**src/hw/rtl/fbp_pkg.sv**
```systemverilog
`default_nettype none
// ----------------------------------------------------------------------------
// fbp_pkg
// Shared types and codes for the binary frame parser with Fletcher-8 check.
// ----------------------------------------------------------------------------
package fbp_pkg;

    localparam int CFG_INDEX_W = 3;
    localparam int CFG_DATA_W  = 16;

    // Configuration register indexes.
    localparam logic [CFG_INDEX_W-1:0] CFG_SYNC_ONE   = 3'd0;
    localparam logic [CFG_INDEX_W-1:0] CFG_SYNC_TWO   = 3'd1;
    localparam logic [CFG_INDEX_W-1:0] CFG_NAV_CLASS  = 3'd2;
    localparam logic [CFG_INDEX_W-1:0] CFG_NAV_ID     = 3'd3;
    localparam logic [CFG_INDEX_W-1:0] CFG_MAX_LENGTH = 3'd4;

    // Configuration reset values.
    localparam logic [7:0]  SYNC_ONE_RST   = 8'd181;
    localparam logic [7:0]  SYNC_TWO_RST   = 8'd98;
    localparam logic [7:0]  NAV_CLASS_RST  = 8'd1;
    localparam logic [7:0]  NAV_ID_RST     = 8'd0;
    localparam logic [15:0] MAX_LENGTH_RST = 16'd64;

    // Parser step codes.
    localparam logic [3:0] STEP_IDLE    = 4'd0;
    localparam logic [3:0] STEP_SYNC2   = 4'd1;
    localparam logic [3:0] STEP_CLASS   = 4'd2;
    localparam logic [3:0] STEP_ID      = 4'd3;
    localparam logic [3:0] STEP_LEN_LO  = 4'd4;
    localparam logic [3:0] STEP_LEN_HI  = 4'd5;
    localparam logic [3:0] STEP_PAYLOAD = 4'd6;
    localparam logic [3:0] STEP_CK_A    = 4'd7;
    localparam logic [3:0] STEP_CK_B    = 4'd8;

    // Frame status codes.
    localparam logic [2:0] STATUS_NONE    = 3'd0;
    localparam logic [2:0] STATUS_GOOD    = 3'd1;
    localparam logic [2:0] STATUS_TOO_LONG = 3'd2;
    localparam logic [2:0] STATUS_CK_A_BAD = 3'd3;
    localparam logic [2:0] STATUS_CK_B_BAD = 3'd4;

    typedef struct packed {
        logic [7:0]  sync_one;
        logic [7:0]  sync_two;
        logic [7:0]  nav_class;
        logic [7:0]  nav_id;
        logic [15:0] max_length;
    } cfg_t;

    typedef struct packed {
        logic [3:0]  step;
        logic [7:0]  class_id;
        logic [7:0]  msg_id;
        logic [7:0]  sum_a;
        logic [7:0]  sum_b;
        logic [15:0] length;
        logic [15:0] count;
    } parse_state_t;

    typedef struct packed {
        logic        payload_valid;
        logic [15:0] payload_index;
        logic [7:0]  payload_byte;
        logic [2:0]  frame_status;
        logic [7:0]  frame_class;
        logic [7:0]  frame_id;
        logic [15:0] frame_length;
        logic        nav_match;
    } result_t;

endpackage
`default_nettype wire

```
**src/hw/rtl/fbp_step.sv**
```systemverilog
`default_nettype none
// ----------------------------------------------------------------------------
// fbp_step
// Next-state and result logic of the parser for one received byte.
// ----------------------------------------------------------------------------
module fbp_step (
    input  wire fbp_pkg::parse_state_t cur,
    input  wire fbp_pkg::cfg_t         cfg,
    input  wire logic [7:0]            rx_byte,
    output fbp_pkg::parse_state_t      nxt,
    output fbp_pkg::result_t           res
);
    import fbp_pkg::*;

    logic [7:0]  sum_a_add;
    logic [7:0]  sum_b_add;
    logic [3:0]  hunt_step;
    logic [15:0] length_full;
    logic [15:0] count_inc;

    // Fletcher-8 running sums with this byte folded in.
    assign sum_a_add   = cur.sum_a + rx_byte;
    assign sum_b_add   = cur.sum_b + sum_a_add;
    assign hunt_step   = (rx_byte == cfg.sync_one) ? STEP_SYNC2 : STEP_IDLE;
    assign length_full = {rx_byte, cur.length[7:0]};
    assign count_inc   = cur.count + 16'd1;

    always_comb begin
        nxt = cur;
        res = '0;
        case (cur.step)
            STEP_SYNC2: begin
                nxt.step = (rx_byte == cfg.sync_two) ? STEP_CLASS : hunt_step;
            end
            STEP_CLASS: begin
                nxt.class_id = rx_byte;
                nxt.sum_a    = rx_byte;
                nxt.sum_b    = rx_byte;
                nxt.step     = STEP_ID;
            end
            STEP_ID: begin
                nxt.msg_id = rx_byte;
                nxt.sum_a  = sum_a_add;
                nxt.sum_b  = sum_b_add;
                nxt.step   = STEP_LEN_LO;
            end
            STEP_LEN_LO: begin
                nxt.sum_a  = sum_a_add;
                nxt.sum_b  = sum_b_add;
                nxt.length = {8'd0, rx_byte};
                nxt.step   = STEP_LEN_HI;
            end
            STEP_LEN_HI: begin
                nxt.sum_a  = sum_a_add;
                nxt.sum_b  = sum_b_add;
                nxt.length = length_full;
                if (length_full > cfg.max_length) begin
                    res.frame_status = STATUS_TOO_LONG;
                    nxt.step         = hunt_step;
                end else begin
                    nxt.count = '0;
                    nxt.step  = (length_full == 16'd0) ? STEP_CK_A : STEP_PAYLOAD;
                end
            end
            STEP_PAYLOAD: begin
                nxt.sum_a         = sum_a_add;
                nxt.sum_b         = sum_b_add;
                res.payload_valid = 1'b1;
                res.payload_index = cur.count;
                res.payload_byte  = rx_byte;
                nxt.count         = count_inc;
                if (count_inc == cur.length) begin
                    nxt.step = STEP_CK_A;
                end
            end
            STEP_CK_A: begin
                if (rx_byte != cur.sum_a) begin
                    res.frame_status = STATUS_CK_A_BAD;
                    nxt.step         = hunt_step;
                end else begin
                    nxt.step = STEP_CK_B;
                end
            end
            STEP_CK_B: begin
                nxt.step = STEP_IDLE;
                if (rx_byte != cur.sum_b) begin
                    res.frame_status = STATUS_CK_B_BAD;
                end else begin
                    res.frame_status = STATUS_GOOD;
                    res.nav_match    = (cur.class_id == cfg.nav_class) &&
                                       (cur.msg_id == cfg.nav_id);
                end
            end
            default: begin
                nxt.step = hunt_step;
            end
        endcase
        res.frame_class  = nxt.class_id;
        res.frame_id     = nxt.msg_id;
        res.frame_length = nxt.length;
    end

endmodule
`default_nettype wire

```
**src/hw/rtl/binary_frame_parser_fletcher_top.sv**
```systemverilog
`default_nettype none
// ----------------------------------------------------------------------------
// binary_frame_parser_fletcher_top
// Byte-stream frame parser: preamble, class, id, length, payload and a
// two-byte Fletcher-8 check, one word per received byte and one result word.
// ----------------------------------------------------------------------------
//
//  Channel   Direction  Handshake             Payload
//  s_        in         s_valid / s_ready     s_rx_byte
//  m_        out        m_valid / m_ready     payload, status, frame fields
//  cfg_      in         cfg_valid / cfg_ready cfg_index, cfg_data
//
// Each accepted input word gives exactly one result word in the next cycle, and
// a new word can be taken every cycle while results drain; the per-word logic is the step
// decode, 8-bit checksum adds, and 16-bit length and payload count compares.
// A held result that is not taken stops intake; a result drained in the same
// cycle lets the next word in. Reset (synchronous, active low) returns the
// parser to preamble hunting and restores register defaults. Config is always ready.
// ----------------------------------------------------------------------------
module binary_frame_parser_fletcher_top (
    input  wire logic                          aclk,
    input  wire logic                          aresetn,

    input  wire logic                          s_valid,
    output      logic                          s_ready,
    input  wire logic [7:0]                    s_rx_byte,

    output      logic                          m_valid,
    input  wire logic                          m_ready,
    output      logic                          m_payload_valid,
    output      logic [15:0]                   m_payload_index,
    output      logic [7:0]                    m_payload_byte,
    output      logic [2:0]                    m_frame_status,
    output      logic [7:0]                    m_frame_class,
    output      logic [7:0]                    m_frame_id,
    output      logic [15:0]                   m_frame_length,
    output      logic                          m_nav_match,

    input  wire logic                          cfg_valid,
    output      logic                          cfg_ready,
    input  wire logic [fbp_pkg::CFG_INDEX_W-1:0] cfg_index,
    input  wire logic [fbp_pkg::CFG_DATA_W-1:0]  cfg_data
);
    import fbp_pkg::*;

    cfg_t         cfg_reg;
    cfg_t         cfg_next;
    parse_state_t state_reg;
    parse_state_t state_next;
    result_t      result_reg;
    result_t      result_next;
    logic         m_valid_reg;
    logic         m_valid_next;
    logic         accept;

    // Intake is open whenever the result slot is free or being emptied now.
    assign s_ready   = !m_valid_reg || m_ready;
    assign accept    = s_valid && s_ready;
    assign cfg_ready = 1'b1;

    // Configuration writes. Indexes beyond the register list are ignored.
    always_comb begin
        cfg_next = cfg_reg;
        if (cfg_valid) begin
            case (cfg_index)
                CFG_SYNC_ONE:   cfg_next.sync_one   = cfg_data[7:0];
                CFG_SYNC_TWO:   cfg_next.sync_two   = cfg_data[7:0];
                CFG_NAV_CLASS:  cfg_next.nav_class  = cfg_data[7:0];
                CFG_NAV_ID:     cfg_next.nav_id     = cfg_data[7:0];
                CFG_MAX_LENGTH: cfg_next.max_length = cfg_data[15:0];
                default:        cfg_next            = cfg_reg;
            endcase
        end
    end

    // The whole per-byte update of the frame tracker.
    parse_state_t step_state;
    result_t      step_result;

    fbp_step u_step (
        .cur     (state_reg),
        .cfg     (cfg_reg),
        .rx_byte (s_rx_byte),
        .nxt     (step_state),
        .res     (step_result)
    );

    assign state_next   = accept ? step_state : state_reg;
    assign result_next  = accept ? step_result : result_reg;
    assign m_valid_next = accept || (m_valid_reg && !m_ready);

    always_ff @(posedge aclk) begin
        if (!aresetn) begin
            cfg_reg.sync_one   <= SYNC_ONE_RST;
            cfg_reg.sync_two   <= SYNC_TWO_RST;
            cfg_reg.nav_class  <= NAV_CLASS_RST;
            cfg_reg.nav_id     <= NAV_ID_RST;
            cfg_reg.max_length <= MAX_LENGTH_RST;
            state_reg          <= '0;
            m_valid_reg        <= 1'b0;
        end else begin
            cfg_reg     <= cfg_next;
            state_reg   <= state_next;
            m_valid_reg <= m_valid_next;
        end
    end

    // Result payload needs no reset; it is qualified by m_valid.
    always_ff @(posedge aclk) begin
        result_reg <= result_next;
    end

    assign m_valid         = m_valid_reg;
    assign m_payload_valid = result_reg.payload_valid;
    assign m_payload_index = result_reg.payload_index;
    assign m_payload_byte  = result_reg.payload_byte;
    assign m_frame_status  = result_reg.frame_status;
    assign m_frame_class   = result_reg.frame_class;
    assign m_frame_id      = result_reg.frame_id;
    assign m_frame_length  = result_reg.frame_length;
    assign m_nav_match     = result_reg.nav_match;

`ifndef SYNTH
    // An accepted byte always yields a result word on the next cycle.
    a_accept_gives_result: assert property (@(posedge aclk) disable iff (!aresetn)
        accept |=> m_valid)
        else $error("accepted byte produced no result");

    // A payload byte never carries a frame status.
    a_payload_no_status: assert property (@(posedge aclk) disable iff (!aresetn)
        (m_valid && m_payload_valid) |-> (m_frame_status == STATUS_NONE))
        else $error("payload byte carries a frame status");

    // A navigation match is only reported on a good frame.
    a_match_on_good: assert property (@(posedge aclk) disable iff (!aresetn)
        (m_valid && m_nav_match) |-> (m_frame_status == STATUS_GOOD))
        else $error("nav match without good status");

    // While in the payload, the byte count stays below the frame length.
    a_count_in_range: assert property (@(posedge aclk) disable iff (!aresetn)
        (state_reg.step == STEP_PAYLOAD) |-> (state_reg.count < state_reg.length))
        else $error("payload count out of range");

    // The tracker only moves on an accepted byte.
    a_state_holds: assert property (@(posedge aclk) disable iff (!aresetn)
        !accept |=> $stable(state_reg))
        else $error("parser state changed without input");
`endif

endmodule
`default_nettype wire
```
**config.mk**
```make
export PLATFORM = sky130hd
export DESIGN_NAME = binary_frame_parser_fletcher_top
export DESIGN_NICKNAME = d
export VERILOG_FILES = /design/src/hw/rtl/fbp_pkg.sv /design/src/hw/rtl/fbp_step.sv /design/src/hw/rtl/binary_frame_parser_fletcher_top.sv
export SDC_FILE = /design/constraint.sdc
export NUM_CORES = 1
export LEC_CHECK = 0
export BUFFER_PORTS_ARGS = -buffer_cell sky130_fd_sc_hd__buf_2
export CORE_MARGIN = 2
export CORE_UTILIZATION = 54
export CTS_CLUSTER_DIAMETER = 200
export DETAILED_ROUTE_END_ITERATION = 6
export GPL_ROUTABILITY_DRIVEN = 0
export PLACE_DENSITY = 0.73
export RECOVER_POWER = 25
export SLEW_MARGIN = 30
export SYNTH_ARGS = -nofsm -noshare
export SYNTH_HDL_FRONTEND = slang
export SYNTH_SLANG_ARGS = --single-unit
export TNS_END_PERCENT = 30
```
**constraint.sdc**
```tcl
create_clock -name aclk -period 3.5 [get_ports aclk]
set_clock_uncertainty 0.2 [all_clocks]
set_input_delay 0.175 -clock aclk [delete_from_list [all_inputs] [get_ports aclk]]
set_output_delay 0.175 -clock aclk [all_outputs]
set_load 0.005 [all_outputs]
```
Yosys cells after proc, flatten, opt, wreduce, memory -nomap -nowiden
Cells that the tools add are included.
{"block": "totals", "ff_bits": 178, "out_inout_bits": 64}
{"block": "op_classes", "add_sub_neg": 3, "magnitude_cmp": 1, "eq_ne": 21, "mux": 18, "bitwise": 1, "n_reduce_logical": 21}
{"op": "16-bit case mux with 2 select lines", "count": 3}
{"op": "8-bit equality test", "count": 4}
{"op": "4-bit case mux with 8 select lines", "count": 1}
{"op": "25-bit 2-to-1 mux", "count": 1}
{"op": "16-bit by 1-bit adder with 16-bit output, second input constant", "count": 1}
{"op": "8-bit adder", "count": 2}
{"op": "16-bit equality test", "count": 1}
{"op": "4-bit by 3-bit equality test with 1-bit output, second input constant", "count": 4}
{"op": "16-bit > comparator", "count": 1}
{"op": "16-bit logical NOT", "count": 1}
{"op": "16-bit 2-to-1 mux", "count": 1}
{"op": "4-bit 2-to-1 mux", "count": 4}
{"op": "8-bit 2-to-1 mux", "count": 2}
{"op": "8-bit inequality test", "count": 2}
{"op": "2-bit AND reduction", "count": 7}
{"op": "3-bit case mux with 3 select lines", "count": 1}
{"op": "4-bit by 2-bit equality test with 1-bit output, second input constant", "count": 2}
{"op": "3-bit by 2-bit equality test with 1-bit output, second input constant", "count": 2}
{"op": "4-bit by 1-bit equality test with 1-bit output, second input constant", "count": 1}
{"op": "4-bit equality test, second input constant", "count": 1}
{"op": "2-bit 2-to-1 mux", "count": 2}
{"op": "2-bit nonzero test", "count": 2}
{"op": "4-bit OR reduction", "count": 1}
{"op": "3-bit by 1-bit equality test with 1-bit output, second input constant", "count": 1}
{"op": "other kinds (12)", "count": 17}

Depth between registers and ports, before layout
Gate-level depths: netlist (run 1).
{"block": "logic_depth", "ltp_word": 4, "mapped_depth": 13, "mapped_depth_nobuf": 13}

Hierarchy
From an unflattened synthesis (run 1), not the netlist that was laid out.
{"block": "hier_totals", "hier_cells": 1088, "area_unflattened_um2": 9987.1}
{"module": "binary_frame_parser_fletcher_top", "instances": 1, "cells_per_inst": 544, "area_each_um2": 6214.7}
{"module": "fbp_step", "instances": 1, "cells_per_inst": 544, "area_each_um2": 3772.4}

Worst setup path after synthesis (run 1)
Ideal clock, no wire load.
{"block": "synth_path", "path_kind": "register -> register", "startpoint": "reg m_valid_reg, in the netlist m_valid", "endpoint": "reg result_reg (netlist bit m_frame_class[0]), enable pin", "t_arrival_ns": 2.725, "t_required_ns": 2.851, "setup_slack_ns": 0.126, "stages_incl_launch_ff": 6, "synth_period_minus_slack_ns": 3.374, "cell_sequence": "dfxtp_1 > nand2b_1 > nand2_1 > inv_2 > buf_4 > clkbuf_1"}
{"block": "synth_via", "elab_chain_len": 3}
{"item": "from (decl)", "line_no": "binary_frame_parser_fletcher_top.sv:52", "rtl": "logic m_valid_reg;"}
{"item": "from (signal assigned)", "line_no": "binary_frame_parser_fletcher_top.sv:104", "rtl": "m_valid_reg <= m_valid_next;"}
{"item": "1-bit logical NOT", "line_no": "binary_frame_parser_fletcher_top.sv:57", "rtl": "assign s_ready = !m_valid_reg || m_ready;"}
{"item": "1-bit logical OR", "line_no": "binary_frame_parser_fletcher_top.sv:57"}
{"item": "net s_ready", "line_no": "binary_frame_parser_fletcher_top.sv:25", "rtl": "output logic s_ready,"}
{"item": "1-bit logical AND", "line_no": "binary_frame_parser_fletcher_top.sv:58", "rtl": "assign accept = s_valid && s_ready;"}
{"item": "net accept", "line_no": "binary_frame_parser_fletcher_top.sv:54", "rtl": "logic accept;"}
{"item": "to (signal assigned)", "line_no": "binary_frame_parser_fletcher_top.sv:110", "rtl": "result_reg <= result_next;"}
{"item": "to (decl)", "line_no": "binary_frame_parser_fletcher_top.sv:50", "rtl": "result_t result_reg;"}
The timed path passes the listed nets, and every way through them passes these cells.
A chain may end at the register's enable or synchronous reset.

Final worst setup path (run 1)
{"block": "layout_path", "startpoint": "reg state_reg[40] (netlist bit)", "endpoint": "reg state_reg[39] (netlist bit)"}
{"block": "layout_via", "elab_chain_len": 3}
{"item": "from (decl)", "line_no": "binary_frame_parser_fletcher_top.sv:48", "rtl": "parse_state_t state_reg;"}
{"item": "from (signal assigned)", "line_no": "binary_frame_parser_fletcher_top.sv:103", "rtl": "state_reg <= state_next;"}
{"item": "8-bit adder", "line_no": "fbp_step.sv:22", "rtl": "assign sum_a_add = cur.sum_a + rx_byte;"}
{"item": "8-bit adder", "line_no": "fbp_step.sv:23", "rtl": "assign sum_b_add = cur.sum_b + sum_a_add;"}
{"item": "16-bit case mux with 2 select lines", "line_no": "fbp_step.sv:31", "rtl": "case (cur.step)"}
No other way between the ends.

==> results of run 1 <==
-- placed cells by master, fill, tap and decap left out, types with 5 or more instances in the layout --
master	n
edfxtp_1	61
xnor2_1	33
nor4_1	15
o21ai_0	34
o211a_1	13
xor2_1	41
or3_1	6
buf_4	15
ha_1	31
nand2_1	156
and3_1	8
nor2b_1	7
nand3b_1	5
a31oi_1	13
nand3_1	26
mux2_2	23
and2_1	28
nand2b_1	9
nor3b_1	16
clkbuf_16	18
dfxtp_1	117
a21boi_1	9
inv_1	26
dlygate4sd3_1	23
nand4_1	14
nor2_1	67
a21oi_1	61
clkbuf_1	28
a21boi_0	19
a22o_1	8
nor3_1	10
inv_6	5
buf_2	69
-- power breakdown --
part	switching [mW]	internal (mW)	leakage (nW)	total [mW]
combinational	0.330	0.251	2.33	0.580
clock	0.848	1.12	0.296	1.96
sequential	0.0588	2.24	1.57	2.30
total	1.24	3.60	4.19	4.84
-- cell families after synthesis --
| logic type | after synthesis | synth area share [%] |
|---|---|---|
| compound gates | 191 | 13.7 |
| xor+xnor | 76 | 7.58 |
| fa+ha+maj | 33 | 4.71 |
| buf+inv | 85 | 3.90 |
| flops | 178 | 46.0 |
| mux | 24 | 2.96 |
| other cells | 1 | 0.0413 |
| simple gates | 388 | 21.1 |
-- layer usage --
layer  up-vias  track usage [%]
met5         -                0
met4         0             9.99
met3        47             4.57
met2       248             40.8
met1      3497             33.6
li1       3597                -
-- critical path, delay by kind of cell, from the launching register on --
family	cells	cell delay (ps)
AND/OR/NAND/NOR	2	200
adder cells (fa/ha/maj)	3	910
buffers and inverters	1	80
XOR/XNOR	2	360
flip-flops	1	320
AO/OA/AOI/OAI	5	1150
-- through the flow --
step                      hold slack (ps)  setup WS, ps  instance area [µm²]  cells  util [%]
final                                42.1           236                10500   1303      63.5
after detailed placement              229           334                 9690   1248      58.6
after global routing                 34.6           105                10500   1303      63.5
after global placement                221           361                 9690   1248      58.6
after floorplan                      99.0           126                 9080    976         -
after CTS                            28.0           285                10500   1303      63.7
-- final cells by class --
cell class	instances	area (µm²)	share of cell area, %
Sequential cell	178	4170	39.8
Inverter	28	106	1.01
Clock buffer	21	462	4.40
Clock inverter	11	140	1.34
Tap cell	220	275	2.62
Multi-Input combinational cell	713	4550	43.4
Timing Repair Buffer	132	782	7.46
-- what timing repair did --
item / CTS / global route
hold endpoints to repair: 49 / 0
buffers inserted: 0 / 0
gates resized for setup: 0 / 0
hold buffers: 23 / 0
-- path summary, 6_finish.rpt --
kind         slack, ps                         end  cells after the start
max                240  state_reg[39]$_SDFFE_PN0P_                     13
min                 40  state_reg[38]$_SDFFE_PN0P_                      3
max reg2reg        240  state_reg[39]$_SDFFE_PN0P_                     13
min reg2reg        260     cfg_reg[5]$_SDFFE_PN0P_                      2
==> flow_summary_export.csv, run 1 <==
group,metric,value,unit
synthesis,avgSynthCellArea,9.30,µm²
drt,top_layer_used,"met4",
grt,antenna_found_initial,0,
drt,drcViolationCount,0,
cts,cts_tree,"done",
critical_path,crit_fanout,2,
timing,hold_viol,0,
timing,slew_headroom,43.3,%
synthesis,ys_seq_elements,178,
outcome,status,"completed",
timing,rsz0062_at_grt,"false",
critical_path,critical_path_class,"flop to flop",
timing,setup_viol,0,
cells_and_area,nFillCells,1399,
floorplan,start_util,54.9,%
power,power,4.84,mW
cts,clk_pin_slew_worst_paths,70,ps
timing,fmax,306,MHz
cts,root_buffer,"clkbuf_16",
cts,clk_latency,440,ps
synthesis,yosys-top-cells-count,"nand2_1, dfxtp_1, nor2_1, a21oi_1, edfxtp_1",
power,leakage,4.19,nW
synthesis,synth_top_cell_area_share,25.8,%
drt,routed-wl-met3,1.11,mm
worst_hold_path,hp-start,"s_rx_byte[6]",
job,maxCapViolCount,0,
critical_path,slowest_stage,"a2111oi_0",
cells_and_area,largest_reg_flops,68,
cts,cts_buffer_depth,2,
synthesis,ys.flop_type,"dfxtp_1",
synthesis,synth.cell_area,9080,µm²
drt,wl_per_cell,16.9,µm
synthesis,synth-async-reset-ratio,0,%
power,ir_worst_vdd,368,µV
drt,routed_wl,22.0,mm
synthesis,synth_most_common_cell,"nand2_1",
floorplan,rows,47,
grt,grt_overflow_total,0,
worst_hold_path,holdCritPathClass,"input port to flop",
floorplan,core_area,16500,µm²
grt,grt_pass1_vias,6860,
synthesis,ys_top_cells_by_area,"dfxtp_1, edfxtp_1, nand2_1",
cells_and_area,nets,1135,
synthesis,synth_area_leader_cell,"dfxtp_1",
drt,vias_per_cell,5.67,
critical_path,cpMostUsedCell,"ha_1",
power,power_density,461,nW/µm²
drt,wl_met1,9.79,mm
drt,routed-wl-met2,10.4,mm
critical_path,cp.required,3680,ps
critical_path,cp-start-kind,"flop",
drt,drt_first_iter_violations,568,
synthesis,synth_edf_count,61,
synthesis,synth-seq-area-share,46.0,%
synthesis,synth_warnings,0,
drt,dr.pass1.iters,5,
cells_and_area,drive_above_1_share,14.2,%
floorplan,die_y,134,µm
cts,htree_levels,4,
cts,numCtsBuffers,17,
grt,grt_pass1_wl,35.3,mm
floorplan,io_pins,96,
grt,grt_max_degree,58,
drt,vias,7389,
timing,fin_tns_setup,0,ps
timing,tightest_slew,846,ps
placement,post-dp-hpwl,14.7,mm
floorplan,die_area,17900,µm²
synthesis,synthCells,976,
cells_and_area,diodes,0,
synthesis,yosysUniqueCellTypes,73,
timing,fin_crit,3260,ps
placement,port_buffers,94,
critical_path,cpPeakStageDelay,430,ps
critical_path,end_kind,"flop",
critical_path,crit_start,"state_reg[40]$_SDFFE_PN0P_",
critical_path,arrival,3450,ps
timing,fin_crit_sh,93.3,%
critical_path,r2r_start,"state_reg[40]$_SDFFE_PN0P_",
cells_and_area,synthToLayoutAreaGrowth,15.5,%
timing,slew_violations,0,
cts,cts_sinks,178,
floorplan,die_w,134,µm
synthesis,synth_nets,1041,
drt,drtAntennaViolNets,0,
critical_path,cp_cell_sequence,"ha_1 > fa_1 > a21o_1 > a21oi_1 > xnor2_1 > ha_1 > inv_1 > nor2_1 > a2111oi_0 > nor3_1 > xor3_1 > o21ai_0 > o211a_1",
grt,track_usage,25.2,%
Note: power is estimated with default switching activity, not from simulation.
==> run 2: changes to the inputs <==
==> constraint.sdc (replaced) <==
create_clock -name aclk -period 3.5 [get_ports aclk]
set_clock_uncertainty 0.2 [all_clocks]
set_input_delay 0.175 -clock aclk [delete_from_list [all_inputs] [get_ports aclk]]
set_output_delay 0.175 -clock aclk [all_outputs]
set_load 0.02 [all_outputs]
==> flow_summary_export.csv, run 2 (synthesis gave the netlist of run 1 again) <==
group,metric,value,unit
timing,fin_ws,263,ps
critical_path,cp.required,3670,ps
critical_path,critical_path_class,"flop to flop",
placement,dpl_cell_area,9700,µm²
grt,grt_pass1_vias,6852,
cells_and_area,fin_cells,1304,
cells_and_area,nFillCells,1432,
cells_and_area,nets,1136,
cells_and_area,drive_above_1_share,11.1,%
cts,cts_buffer_depth,2,
grt,grtUsageMet2,42.4,%
grt,grt_pass1_wl,36.0,mm
timing,slew_violations,0,
floorplan,core_area,16500,µm²
power,power_density,463,nW/µm²
drt,routed_wl,22.2,mm
cells_and_area,mostFrequentLayoutCell,"nand2_1",
floorplan,die_area,17900,µm²
critical_path,crit_fanout,2,
critical_path,r2r_start,"state_reg[40]$_SDFFE_PN0P_",
timing,setup_viol,0,
cts,numCtsBuffers,17,
cells_and_area,mostFrequentLayoutCells,"nand2_1, dfxtp_1, nor2_1",
floorplan,start_util,54.9,%
timing,fin_tns_setup,0,ps
drt,drt_first_iter_violations,497,
critical_path,crit_start,"state_reg[40]$_SDFFE_PN0P_",
grt,antenna_found_initial,0,
drt,wl_per_cell,17.0,µm
floorplan,io_pins,96,
grt,grt_overflow_total,0,
placement,place_inst,1250,
drt,drtAntennaViolNets,0,
critical_path,cp-start-kind,"flop",
drt,drcViolationCount,0,
grt,grt_max_degree,58,
cts,htree_levels,4,
floorplan,die_w,134,µm
grt,grtUsageMet1,34.4,%
cells_and_area,final_area,10400,µm²
worst_hold_path,hp-start,"cfg_index[0]",
critical_path,reg2reg_slack,260,ps
drt,dr.pass1.iters,5,
cts,cts_tree,"done",
drt,vias_per_cell,5.64,
timing,tightest_slew,847,ps
critical_path,arrival,3410,ps
placement,dp_slack,200,ps
cts,clk_latency,430,ps
cts,clk_pin_slew_worst_paths,70,ps
cells_and_area,diodes,0,
power,leakage,4.08,nW
drt,vias,7352,
grt,grt_util_met3,3.61,%
timing,hold_viol,0,
cts,post_cts_buffers,0,
timing,fin_crit_sh,92.5,%
cts,cts_sinks,178,
grt,top_usage_layer,"met2",
placement,post-dp-hpwl,14.9,mm
timing,rsz0062_at_grt,"false",
critical_path,end_kind,"flop",
timing,slew_headroom,43.3,%
floorplan,rows,47,
grt,track_usage,25.5,%
outcome,status,"completed",
cells_and_area,synthToLayoutAreaGrowth,15.1,%
timing,fmax,309,MHz
worst_hold_path,holdCritPathClass,"input port to flop",
cts,root_buffer,"clkbuf_16",
timing,fin_crit,3240,ps
power,ir_worst_vdd,359,µV
placement,port_buffers,94,
cells_and_area,largest_reg_flops,68,
floorplan,die_y,134,µm
job,maxCapViolCount,0,
==> run 2: final timing paths <==
| path | cells past startpoint | endpoint |
|---|---|---|
| max | 13 | state_reg[39]$_SDFFE_PN0P_ |
| min | 4 | cfg_reg[29]$_SDFFE_PN0P_ |
| max reg2reg | 13 | state_reg[39]$_SDFFE_PN0P_ |
| min reg2reg | 2 | cfg_reg[5]$_SDFFE_PN0P_ |
==> run 2: report_power, final <==
part,leakage (nW),total [mW],internal (mW),switching (mW)
Combinational,2.21,0.629,0.244,0.385
Sequential,1.57,2.30,2.24,0.0602
Clock,0.300,1.92,1.06,0.857
==> run 2: critical path, cell delays in order (launching register included) <==
cell and delay (ps):
dfxtp_1 310, ha_1 210, fa_1 410, a21o_1 190, a21oi_2 190, xnor2_1 190, ha_1 310, inv_1 90
nor2_1 60, a2111oi_1 410, nor3_1 120, xor3_1 180, o21ai_0 150, o211a_1 160
==> run 2: per-layer routing <==
metal | vias up | routed length [µm]
met3 | 25 | 1120
met2 | 226 | 10800
met5 | - | 0
met1 | 3494 | 9940
met4 | 0 | 369
li1 | 3607 | -
==> run 2: area by class of cell <==
| class | instances | area [µm²] | area share [%] |
|---|---|---|---|
| clock buffers | 21 | 503 | 4.81 |
| clock inverters | 11 | 97.6 | 0.934 |
| inverters | 28 | 106 | 1.02 |
| multi-input cells | 713 | 4550 | 43.6 |
| flip-flops and latches | 178 | 4170 | 39.9 |
| well taps | 220 | 275 | 2.63 |
| repair buffers | 133 | 738 | 7.07 |
==> run 2: per-stage QoR <==
step                power (mW)  utilization, %  hold WS, ps
floorplan                 2.77               -         99.0
global placement          2.94            58.7          223
detailed placement        2.96            58.7          222
CTS                       4.87            63.7         8.44
global route              5.03            63.2         36.8
finish                    4.84            63.2         21.9
==> run 2: repair_timing <==
action                                 4_1_cts  5_1_grt
gates resized for setup                      0        2
hold buffers                                22        0
endpoints found under the hold margin       49        0
setup endpoints to repair                    0        1
==> run 3: changes to the inputs <==
--- a/config.mk
+++ b/config.mk
@@ -7,11 +7,11 @@
 export LEC_CHECK = 0
 export BUFFER_PORTS_ARGS = -buffer_cell sky130_fd_sc_hd__buf_2
 export CORE_MARGIN = 2
-export CORE_UTILIZATION = 54
+export CORE_UTILIZATION = 45
 export CTS_CLUSTER_DIAMETER = 200
 export DETAILED_ROUTE_END_ITERATION = 6
 export GPL_ROUTABILITY_DRIVEN = 0
-export PLACE_DENSITY = 0.73
+export PLACE_DENSITY = 0.62
 export RECOVER_POWER = 25
 export SLEW_MARGIN = 30
 export SYNTH_ARGS = -nofsm -noshare
==> flow_summary_export.csv, run 3 (synthesis gave the netlist of run 1 again) <==
group,metric,value,unit
outcome,status,"completed",
critical_path,critical_path_class,"flop to flop",
power,power_density,463,nW/µm²
drt,wl_per_cell,17.0,µm
cts,root_buffer,"clkbuf_16",
timing,fmax,306,MHz
timing,fin_crit,3270,ps
timing,fin_tns_setup,0,ps
drt,drt_first_iter_violations,420,
cells_and_area,nets,1136,
cells_and_area,mostFrequentLayoutCell,"nand2_1",
critical_path,arrival,3440,ps
timing,slew_headroom,24.9,%
drt,drtAntennaViolNets,0,
grt,antenna_found_initial,0,
cells_and_area,diodes,0,
cts,clk_pin_slew_worst_paths,70,ps
drt,dr.pass1.iters,7,
critical_path,cp-start-kind,"flop",
critical_path,r2r_cells,13,
timing,whs,53.2,ps
power,leakage,4.07,nW
job,maxCapViolCount,0,
cts,post_cts_buffers,0,
worst_hold_path,holdCritPathClass,"input port to flop",
floorplan,die_area,21300,µm²
timing,rsz0062_at_grt,"false",
worst_hold_path,hold_depth,3,
cts,clk_latency,430,ps
cells_and_area,largest_reg_flops,68,
placement,port_buffers,94,
timing,tightest_slew,1120,ps
drt,vias,7269,
critical_path,crit_fanout,2,
critical_path,end_kind,"flop",
floorplan,die_y,146,µm
cells_and_area,synthToLayoutAreaGrowth,15.6,%
timing,slew_violations,0,
grt,track_usage,21.8,%
grt,grt_max_degree,59,
grt,grt_pass1_vias,6949,
floorplan,core_area,19700,µm²
floorplan,io_pins,96,
cts,cts_buffer_depth,2,
placement,post-dp-hpwl,15.4,mm
floorplan,die_w,146,µm
cts,numCtsBuffers,17,
drt,vias_per_cell,5.39,
timing,fin_crit_sh,93.4,%
timing,hold_viol,0,
cells_and_area,drive_above_1_share,10.7,%
critical_path,cp.required,3680,ps
grt,grt_overflow_total,0,
floorplan,rows,51,
floorplan,start_util,46.2,%
grt,grt_pass1_wl,37.2,mm
drt,routed_wl,22.9,mm
drt,drcViolationCount,0,
timing,setup_viol,0,
cts,cts_sinks,178,
power,ir_worst_vdd,354,µV
cells_and_area,mostFrequentLayoutCells,"nand2_1, dfxtp_1, nor2_1, clkbuf_1",
cts,htree_levels,4,
cts,cts_tree,"done",
-- run 3: cell types whose count changed in the layout (fill, tap and decap cells not counted), sizes merged --
cell | previous run | this run
buf | 47 | 46
inv | 34 | 35
bufinv | 0 | 1
clkinv | 5 | 3
clkinvlp | 0 | 1
-- run 3: metrics by stage --
step                util, %  area (µm²)  instances  total power [mW]  setup slack (ps)
floorplan                 -        9080        976              2.77               528
global placement       49.7        9760       1295              2.96               344
detailed placement     49.7        9760       1295              2.96               272
CTS                    53.8       10600       1349              4.90               247
global route           53.4       10500       1349              5.04              25.0
finish                 53.4       10500       1349              4.85               232
-- run 3: cell type report --
class	instances	area, µm²
Clock buffer	20	458
Clock inverter	12	133
Fill cell	1864	9160
Inverter	28	106
Multi-Input combinational cell	713	4550
Sequential cell	178	4170
Tap cell	265	332
Timing Repair Buffer	133	737
-- run 3: metal layers --
metal  routed length [µm]  vias up  global-route usage (%)
li1                     -     3609                       -
met5                    0        -                       0
met1                10700     3463                    29.0
met3                  929       26                    3.16
met2                10900      171                    37.1
met4                  352        0                    6.55
-- run 3: where the power goes --
part           internal (mW)  leakage (nW)  switching, mW
clock                   1.05         0.291          0.878
combinational          0.245          2.21          0.385
sequential              2.24          1.57         0.0590
total                   3.53          4.07           1.32
-- run 3: final timing paths --
| kind | to | startpoint | slack, ps |
|---|---|---|---|
| worst max-delay path | state_reg[39]$_SDFFE_PN0P_ | state_reg[40]$_SDFFE_PN0P_ | 230 |
| worst min-delay path | state_reg[38]$_SDFFE_PN0P_ | s_rx_byte[6] | 50 |
| worst max register to register | state_reg[39]$_SDFFE_PN0P_ | state_reg[40]$_SDFFE_PN0P_ | 230 |
| worst min register to register | cfg_reg[5]$_SDFFE_PN0P_ | cfg_reg[5]$_SDFFE_PN0P_ | 260 |
-- run 3: critical path, cell delays in order, from the launching register on --
cell and delay (ps):
dfxtp_1 310, ha_1 200, fa_1 420, a21o_1 180
a21oi_1 240, xnor2_1 190, ha_1 290, inv_1 80
nor2_1 60, a2111oi_1 390, nor3_1 120, xor3_1 180
o21ai_0 170, o211a_1 160
-- run 3: timing repair --
action / in CTS / in global routing
endpoints found under the hold margin: 58 / 0
gates resized for setup: 0 / 1
hold buffers: 22 / 0
endpoints found under the setup margin: 0 / 1
